===== src/rtl/core/acpe_pkg.sv =====
`timescale 1ns / 1ps
`default_nettype none

package acpe_pkg;

    localparam int HALF_W     = 16;
    localparam int SEED_W     = 32;
    localparam int INDEX_W    = 5;
    localparam int WEIGHT_W   = 5;
    localparam int STAGE_COUNT_DEFAULT = 24;

    localparam logic [HALF_W-1:0] PAR_COL [HALF_W] = '{
        16'h8faf, 16'h9f5e, 16'hbebc, 16'hfd78,
        16'h755f, 16'he511, 16'h458d, 16'h84b5,
        16'h896a, 16'h92d4, 16'ha5a8, 16'hcb50,
        16'h190f, 16'h321e, 16'h643c, 16'hc7d7
    };

    typedef struct packed {
        logic [HALF_W-1:0]   word;
        logic [WEIGHT_W-1:0] weight;
        logic [HALF_W-1:0]   a_nxt;
        logic [HALF_W-1:0]   b_nxt;
    } stage_res_t;

    function automatic logic [HALF_W-1:0] prefix_xor(input logic [HALF_W-1:0] v);
        logic [HALF_W-1:0] r;
        r    = v;
        r[0] = v[0];
        for (int i = 1; i < HALF_W; i++)
        begin
            r[i] = r[i-1] ^ v[i];
        end
        return r;
    endfunction

    function automatic logic [HALF_W-1:0] lin_map(input logic [HALF_W-1:0] v);
        logic [HALF_W-1:0] r;
        r = '0;
        for (int k = 0; k < HALF_W; k++)
        begin
            if (v[k])
            begin
                r = r ^ PAR_COL[k];
            end
        end
        return r;
    endfunction

    function automatic logic [WEIGHT_W-1:0] ones16(input logic [HALF_W-1:0] v);
        logic [WEIGHT_W-1:0] c;
        c = '0;
        for (int k = 0; k < HALF_W; k++)
        begin
            c = c + WEIGHT_W'(v[k]);
        end
        return c;
    endfunction

endpackage

`default_nettype wire


===== src/rtl/core/acpe_if.sv =====
`timescale 1ns / 1ps
`default_nettype none

interface acpe_seed_if;
    import acpe_pkg::*;

    logic              valid;
    logic              ready;
    logic [SEED_W-1:0] seed_state;

    modport source (output valid, output seed_state, input ready);
    modport sink   (input valid, input seed_state, output ready);
endinterface

interface acpe_stage_if;
    import acpe_pkg::*;

    logic                valid;
    logic                ready;
    logic [INDEX_W-1:0]  stage_index;
    logic [HALF_W-1:0]   stage_word;
    logic [WEIGHT_W-1:0] stage_weight;
    logic                last_stage;

    modport source (output valid, output stage_index, output stage_word,
                    output stage_weight, output last_stage, input ready);
    modport sink   (input valid, input stage_index, input stage_word,
                    input stage_weight, input last_stage, output ready);
endinterface

`default_nettype wire


===== src/rtl/core/accumulate_parity_chain_encoder.sv =====
`timescale 1ns / 1ps
`default_nettype none

// a taken seed is loaded into a/b, then each stage result is registered at the output,
// one item per cycle unless the output stalls, all through the single shared stage unit
// the next seed is taken in the cycle after the last stage item is registered
// output stalls hold the chain; reset clears the sequencer and the output valid

module accumulate_parity_chain_encoder #(
    parameter int STAGE_COUNT = acpe_pkg::STAGE_COUNT_DEFAULT
) (
    input  wire logic     clk,
    input  wire logic     rst_n,
    acpe_seed_if.sink     seed_in,
    acpe_stage_if.source  stage_out
);
    import acpe_pkg::*;

    localparam int CNT_W = ($clog2(STAGE_COUNT) > INDEX_W) ? $clog2(STAGE_COUNT) : INDEX_W;
    localparam logic [CNT_W-1:0] LAST_CNT = CNT_W'(STAGE_COUNT - 1);

    typedef enum logic [1:0] {
        ST_IDLE = 2'b01,
        ST_RUN  = 2'b10
    } state_t;

    state_t              state_reg, state_next;
    logic [CNT_W-1:0]    cnt_reg, cnt_next;
    logic [HALF_W-1:0]   a_reg, a_next;
    logic [HALF_W-1:0]   b_reg, b_next;
    logic                out_valid_reg, out_valid_next;
    logic [INDEX_W-1:0]  out_index_reg, out_index_next;
    logic [HALF_W-1:0]   out_word_reg, out_word_next;
    logic [WEIGHT_W-1:0] out_weight_reg, out_weight_next;
    logic                out_last_reg, out_last_next;

    stage_res_t          res;
    logic                seed_take;
    logic                advance;
    logic                is_last;

    acpe_stage_unit u_stage (
        .a   (a_reg),
        .b   (b_reg),
        .res (res)
    );

    assign seed_in.ready = (state_reg == ST_IDLE);
    assign seed_take     = seed_in.valid && seed_in.ready;
    assign advance       = (state_reg == ST_RUN) && (!out_valid_reg || stage_out.ready);
    assign is_last       = (cnt_reg == LAST_CNT);

    always_comb
    begin
        state_next      = state_reg;
        cnt_next        = cnt_reg;
        a_next          = a_reg;
        b_next          = b_reg;
        out_valid_next  = out_valid_reg;
        out_index_next  = out_index_reg;
        out_word_next   = out_word_reg;
        out_weight_next = out_weight_reg;
        out_last_next   = out_last_reg;

        if (out_valid_reg && stage_out.ready)
        begin
            out_valid_next = 1'b0;
        end

        case (state_reg)
            ST_IDLE:
            begin
                if (seed_take)
                begin
                    a_next     = seed_in.seed_state[HALF_W-1:0];
                    b_next     = seed_in.seed_state[SEED_W-1:HALF_W];
                    cnt_next   = '0;
                    state_next = ST_RUN;
                end
            end
            ST_RUN:
            begin
                if (advance)
                begin
                    out_valid_next  = 1'b1;
                    out_index_next  = cnt_reg[INDEX_W-1:0];
                    out_word_next   = res.word;
                    out_weight_next = res.weight;
                    out_last_next   = is_last;
                    a_next          = res.a_nxt;
                    b_next          = res.b_nxt;
                    cnt_next        = cnt_reg + CNT_W'(1);
                    if (is_last)
                    begin
                        state_next = ST_IDLE;
                    end
                end
            end
            default:
            begin
                state_next = ST_IDLE;
            end
        endcase
    end

    always_ff @(posedge clk or negedge rst_n)
    begin
        if (!rst_n)
        begin
            state_reg     <= ST_IDLE;
            cnt_reg       <= '0;
            out_valid_reg <= 1'b0;
        end
        else
        begin
            state_reg     <= state_next;
            cnt_reg       <= cnt_next;
            out_valid_reg <= out_valid_next;
        end
    end

    always_ff @(posedge clk)
    begin
        a_reg          <= a_next;
        b_reg          <= b_next;
        out_index_reg  <= out_index_next;
        out_word_reg   <= out_word_next;
        out_weight_reg <= out_weight_next;
        out_last_reg   <= out_last_next;
    end

    assign stage_out.valid        = out_valid_reg;
    assign stage_out.stage_index  = out_index_reg;
    assign stage_out.stage_word   = out_word_reg;
    assign stage_out.stage_weight = out_weight_reg;
    assign stage_out.last_stage   = out_last_reg;

`ifndef SYNTH
    a_seed_starts_chain: assert property (@(posedge clk) disable iff (!rst_n)
        seed_take |=> (state_reg == ST_RUN) && (cnt_reg == '0))
        else $error("seed did not start the stage chain at index zero");

    a_last_index: assert property (@(posedge clk) disable iff (!rst_n)
        (stage_out.valid && stage_out.last_stage) |->
            (stage_out.stage_index == LAST_CNT[INDEX_W-1:0]))
        else $error("last stage flagged at wrong index");

    a_stall_holds_chain: assert property (@(posedge clk) disable iff (!rst_n)
        (state_reg == ST_RUN && out_valid_reg && !stage_out.ready) |=>
            $stable(cnt_reg) && $stable(a_reg) && $stable(b_reg))
        else $error("chain advanced while output stalled");

    a_weight_range: assert property (@(posedge clk) disable iff (!rst_n)
        stage_out.valid |-> (stage_out.stage_weight <= WEIGHT_W'(HALF_W)))
        else $error("stage weight out of range");
`endif

endmodule

`default_nettype wire


===== src/rtl/core/acpe_stage_unit.sv =====
`timescale 1ns / 1ps
`default_nettype none

module acpe_stage_unit (
    input  wire logic [acpe_pkg::HALF_W-1:0] a,
    input  wire logic [acpe_pkg::HALF_W-1:0] b,
    output acpe_pkg::stage_res_t             res
);
    import acpe_pkg::*;

    logic [HALF_W-1:0] acc_a;
    logic [HALF_W-1:0] acc_b;
    logic [HALF_W-1:0] acc_aa;
    logic [HALF_W-1:0] q;

    always_comb
    begin
        acc_a      = prefix_xor(a);
        acc_b      = prefix_xor(b);
        acc_aa     = prefix_xor(acc_a);
        q          = acc_aa ^ acc_b;
        res.word   = q;
        res.weight = ones16(q);
        res.a_nxt  = lin_map(acc_a);
        res.b_nxt  = lin_map(acc_aa ^ acc_b);
    end

endmodule

`default_nettype wire


===== src/flat_wrapper.sv =====
// flat-port wrapper written by rule: the top's interface ports become plain ports
module accumulate_parity_chain_encoder_flat import acpe_pkg::*;
#(
    parameter int STAGE_COUNT = acpe_pkg::STAGE_COUNT_DEFAULT
)
  (clk, rst_n, seed_in_valid, seed_in_seed_state, seed_in_ready, stage_out_valid, stage_out_stage_index, stage_out_stage_word, stage_out_stage_weight, stage_out_last_stage, stage_out_ready);
  acpe_seed_if seed_in_i ();
  acpe_stage_if stage_out_i ();
  input  wire logic clk;
  input  wire logic rst_n;
  input wire logic [$bits(seed_in_i.valid)-1:0] seed_in_valid;
  input wire logic [$bits(seed_in_i.seed_state)-1:0] seed_in_seed_state;
  output wire logic [$bits(seed_in_i.ready)-1:0] seed_in_ready;
  output wire logic [$bits(stage_out_i.valid)-1:0] stage_out_valid;
  output wire logic [$bits(stage_out_i.stage_index)-1:0] stage_out_stage_index;
  output wire logic [$bits(stage_out_i.stage_word)-1:0] stage_out_stage_word;
  output wire logic [$bits(stage_out_i.stage_weight)-1:0] stage_out_stage_weight;
  output wire logic [$bits(stage_out_i.last_stage)-1:0] stage_out_last_stage;
  input wire logic [$bits(stage_out_i.ready)-1:0] stage_out_ready;
  assign seed_in_i.valid = seed_in_valid;
  assign seed_in_i.seed_state = seed_in_seed_state;
  assign seed_in_ready = seed_in_i.ready;
  assign stage_out_valid = stage_out_i.valid;
  assign stage_out_stage_index = stage_out_i.stage_index;
  assign stage_out_stage_word = stage_out_i.stage_word;
  assign stage_out_stage_weight = stage_out_i.stage_weight;
  assign stage_out_last_stage = stage_out_i.last_stage;
  assign stage_out_i.ready = stage_out_ready;
  accumulate_parity_chain_encoder #(.STAGE_COUNT(STAGE_COUNT)) u_core (.clk(clk), .rst_n(rst_n), .seed_in(seed_in_i), .stage_out(stage_out_i));
endmodule

===== config.mk =====
export PLATFORM = sky130hd
export DESIGN_NAME = accumulate_parity_chain_encoder_flat
export DESIGN_NICKNAME = d
export VERILOG_FILES = /design/src/rtl/core/acpe_pkg.sv /design/src/rtl/core/acpe_if.sv /design/src/rtl/core/accumulate_parity_chain_encoder.sv /design/src/rtl/core/acpe_stage_unit.sv /design/src/flat_wrapper.sv
export SDC_FILE = /design/constraint.sdc
export NUM_CORES = 1
export LEC_CHECK = 0
export ABC_AREA = 1
export BUFFER_PORTS_ARGS = -buffer_cell sky130_fd_sc_hd__buf_2
export CAP_MARGIN = 25
export CELL_PAD_IN_SITES_DETAIL_PLACEMENT = 1
export CELL_PAD_IN_SITES_GLOBAL_PLACEMENT = 2
export CORE_UTILIZATION = 35
export DETAILED_ROUTE_END_ITERATION = 10
export PLACE_DENSITY_LB_ADDON = 0.1
export RECOVER_POWER = 100
export SETUP_SLACK_MARGIN = 0.1
export SLEW_MARGIN = 20
export SYNTH_ARGS = -nofsm -noshare
export SYNTH_HDL_FRONTEND = slang
export SYNTH_SLANG_ARGS = --single-unit

===== constraint.sdc =====
create_clock -name clk -period 5.8 [get_ports clk]
set_input_delay 0 -clock clk [delete_from_list [all_inputs] [get_ports clk]]
set_output_delay 0 -clock clk [all_outputs]
set_load 0.02 [all_outputs]

==> results.tsv <==
metric	value	unit
synth_area	5680	um^2
antenna_cells	0	
hp-start	seed_in_seed_state[15]	
cts_tree	built	
io_buffers	64	
drive_gt1_frac	0.254	
core	15900	um^2
hold_end	u_core.a_reg[15]	
final_nets	832	
layout_commonest_cell	nand2_1	
synth-seq-area-share	0.348	
overflow	0	
startpoint_type	register	
io_pins	65	
ys_top_cells_by_area	edfxtp_1, xor2_1, nand2_1	
violations	max-capacitance violations	
dpl-instance-area	6330	um^2
slew_viol_final	0	
syn_inst	646	
syn_nets	701	
cp_num_buf_inv	4	
r2r_start	u_core.b_reg[1]	
worst_r2r_endpoint	u_core.stage_out.stage_weight[1]	
status	finished, violations left	
ys_types	41	
drc	0	
postLayoutCoreUtil	0.475	
cts.sinks	67	
grt_pass1_vias	5065	
tightest_slew	1.48	ns
yosysWarnings	0	
synth_edf_count	59	
final-seq-area	1970	um^2
ys_seq_elements	67	
worst_path_max_delay_cell	fa_1	
setup_viol	0	
crit_type	register to register	
die_h	129	um
hold_viol	0	
multi_input_area	3820	um^2
postLayoutCellArea	7540	um^2
yosysTopAreaCell	edfxtp_1	
place_hpwl	12200	um
crit_fanout	4	
avgViaCountPerCell	4.74	
via_count	4733	
hp-class	input pin to register	
grt_max_degree	47	
cp_top_family	adder cells	
holdWs	0.00208	ns
cts_buffer_depth	2	
dieArea	16700	um^2
grt_use_total	0.213	
clkTransAtPathRegs	0.07	ns
fmax	178	MHz
globalplace.congestion	0.837	
routed_wl	16700	um
ant_nets	0	
clock_latency	0.35	ns
relSlewSlack	0.0105	
rrSetupSlack	0.18	ns
cp-end-kind	register	
antenna_found_initial	0	
drt_iter0_drc	159	
numCtsBuffers	9	
htreeDepth	3	
crit_top_cell	nand2_4	
cp.required	5.92	ns
synth-async-reset-ratio	0.119	
slowest_delay	0.54	ns
fillCellCount	1888	
syn2layout_area_growth	32.9	%
row_count	46	
fin_crit_sh	0.970	
die_x	129	um
arrival	5.74	ns
fin_crit	5.62	ns
cts_root_buf	clkbuf_16	
wire_per_inst	16.7	um
firstDrtPassIters	4	
skew	0.00735	ns
whs_path_depth	3	
rsz0062_at_grt	true	
reg2reg_depth	31	
yosys_most_used_dff	edfxtp_1	
crit_start	u_core.b_reg[1]	
initial_core_util	0.357	
cap_violations	1	
synth_top_area_frac	0.312	
synth.avg_cell_area	8.79	um^2
mostFrequentLayoutCells	nand2_1, xor2_1, inv_1	
grt_pass1_wl	26800	um
[area by class of cell]
| type | count | share of cell area |
|---|---|---|
| Clock inverter | 5 | 0.00614 |
| Multi-Input combinational cell | 490 | 0.507 |
| Tap cell | 216 | 0.0358 |
| Clock buffer | 11 | 0.0365 |
| Timing Repair Buffer | 132 | 0.115 |
| Sequential cell | 67 | 0.262 |
| Inverter | 77 | 0.0386 |
[layer usage]
metal / part of all wire / vias to the layer above / track usage / routed length (um)
li1: - / 2329 / - / -
met1: 0.47 / 2329 / 0.278 / 7820
met2: 0.50 / 55 / 0.366 / 8290
met3: 0.015 / 20 / 0.0215 / 251
met4: 0.020 / 0 / 0.0803 / 330
met5: 0 / - / 0 / 0
[synth_stat cells, drive strengths merged, types with 4 or more instances]
| library cell | count |
|---|---|
| a21oi | 4 |
| a31oi | 6 |
| buf | 6 |
| clkbuf | 6 |
| dfrtp | 7 |
| edfxtp | 59 |
| fa | 10 |
| ha | 9 |
| inv | 77 |
| nand2 | 169 |
| nand3 | 86 |
| nand3b | 11 |
| nor2 | 16 |
| nor3 | 4 |
| o21ai | 18 |
| or2 | 10 |
| xnor2 | 35 |
| xor2 | 107 |
[what timing repair did]
action / in CTS / in global routing
gates cloned: 0 / 0
gates resized for setup: 70 / 17
setup endpoints to repair: 3 / 4
hold buffers: 30 / 0
setup buffers: 12 / 8
endpoints found under the hold margin: 37 / 0
pin swaps: 25 / 19
[kinds of logic after synthesis]
kind of cell / share of synthesized area
compound gates: 0.0298
xor+xnor: 0.239
fa+ha+maj: 0.0551
buf+inv: 0.0655
flops: 0.348
simple gates: 0.263
[stage by stage]
stage          std cells  setup TNS (ns)  setup WS (ns)
6_report             998               0          0.176
5_1_grt              998          -0.220         -0.110
4_1_cts              990               0          0.112
3_5_place_dp         932          -0.139        -0.0644
3_3_place_gp         932               0          0.163
2_1_floorplan        646               0          0.425
[tightest hold or removal path, cell delays in order]
cell,delay (ns)
buf_2,0.07
nor2_1,0.03
a31oi_1,0.13
[how the worst max path moves through the flow]
| stage | to | cells past startpoint |
|---|---|---|
| after floorplan | u_core.stage_out.stage_weight[2] | 25 |
| after global placement | u_core.stage_out.stage_weight[2] | 30 |
| after detailed placement | u_core.stage_out.stage_weight[2] | 31 |
| after CTS | u_core.stage_out.stage_weight[1] | 31 |
| after global routing | u_core.stage_out.stage_weight[1] | 29 |
| final | u_core.stage_out.stage_weight[1] | 31 |
Power is left out: the tool's default activity adds up to more than one toggle a clock period on the data nets, which glitch-free logic cannot reach.
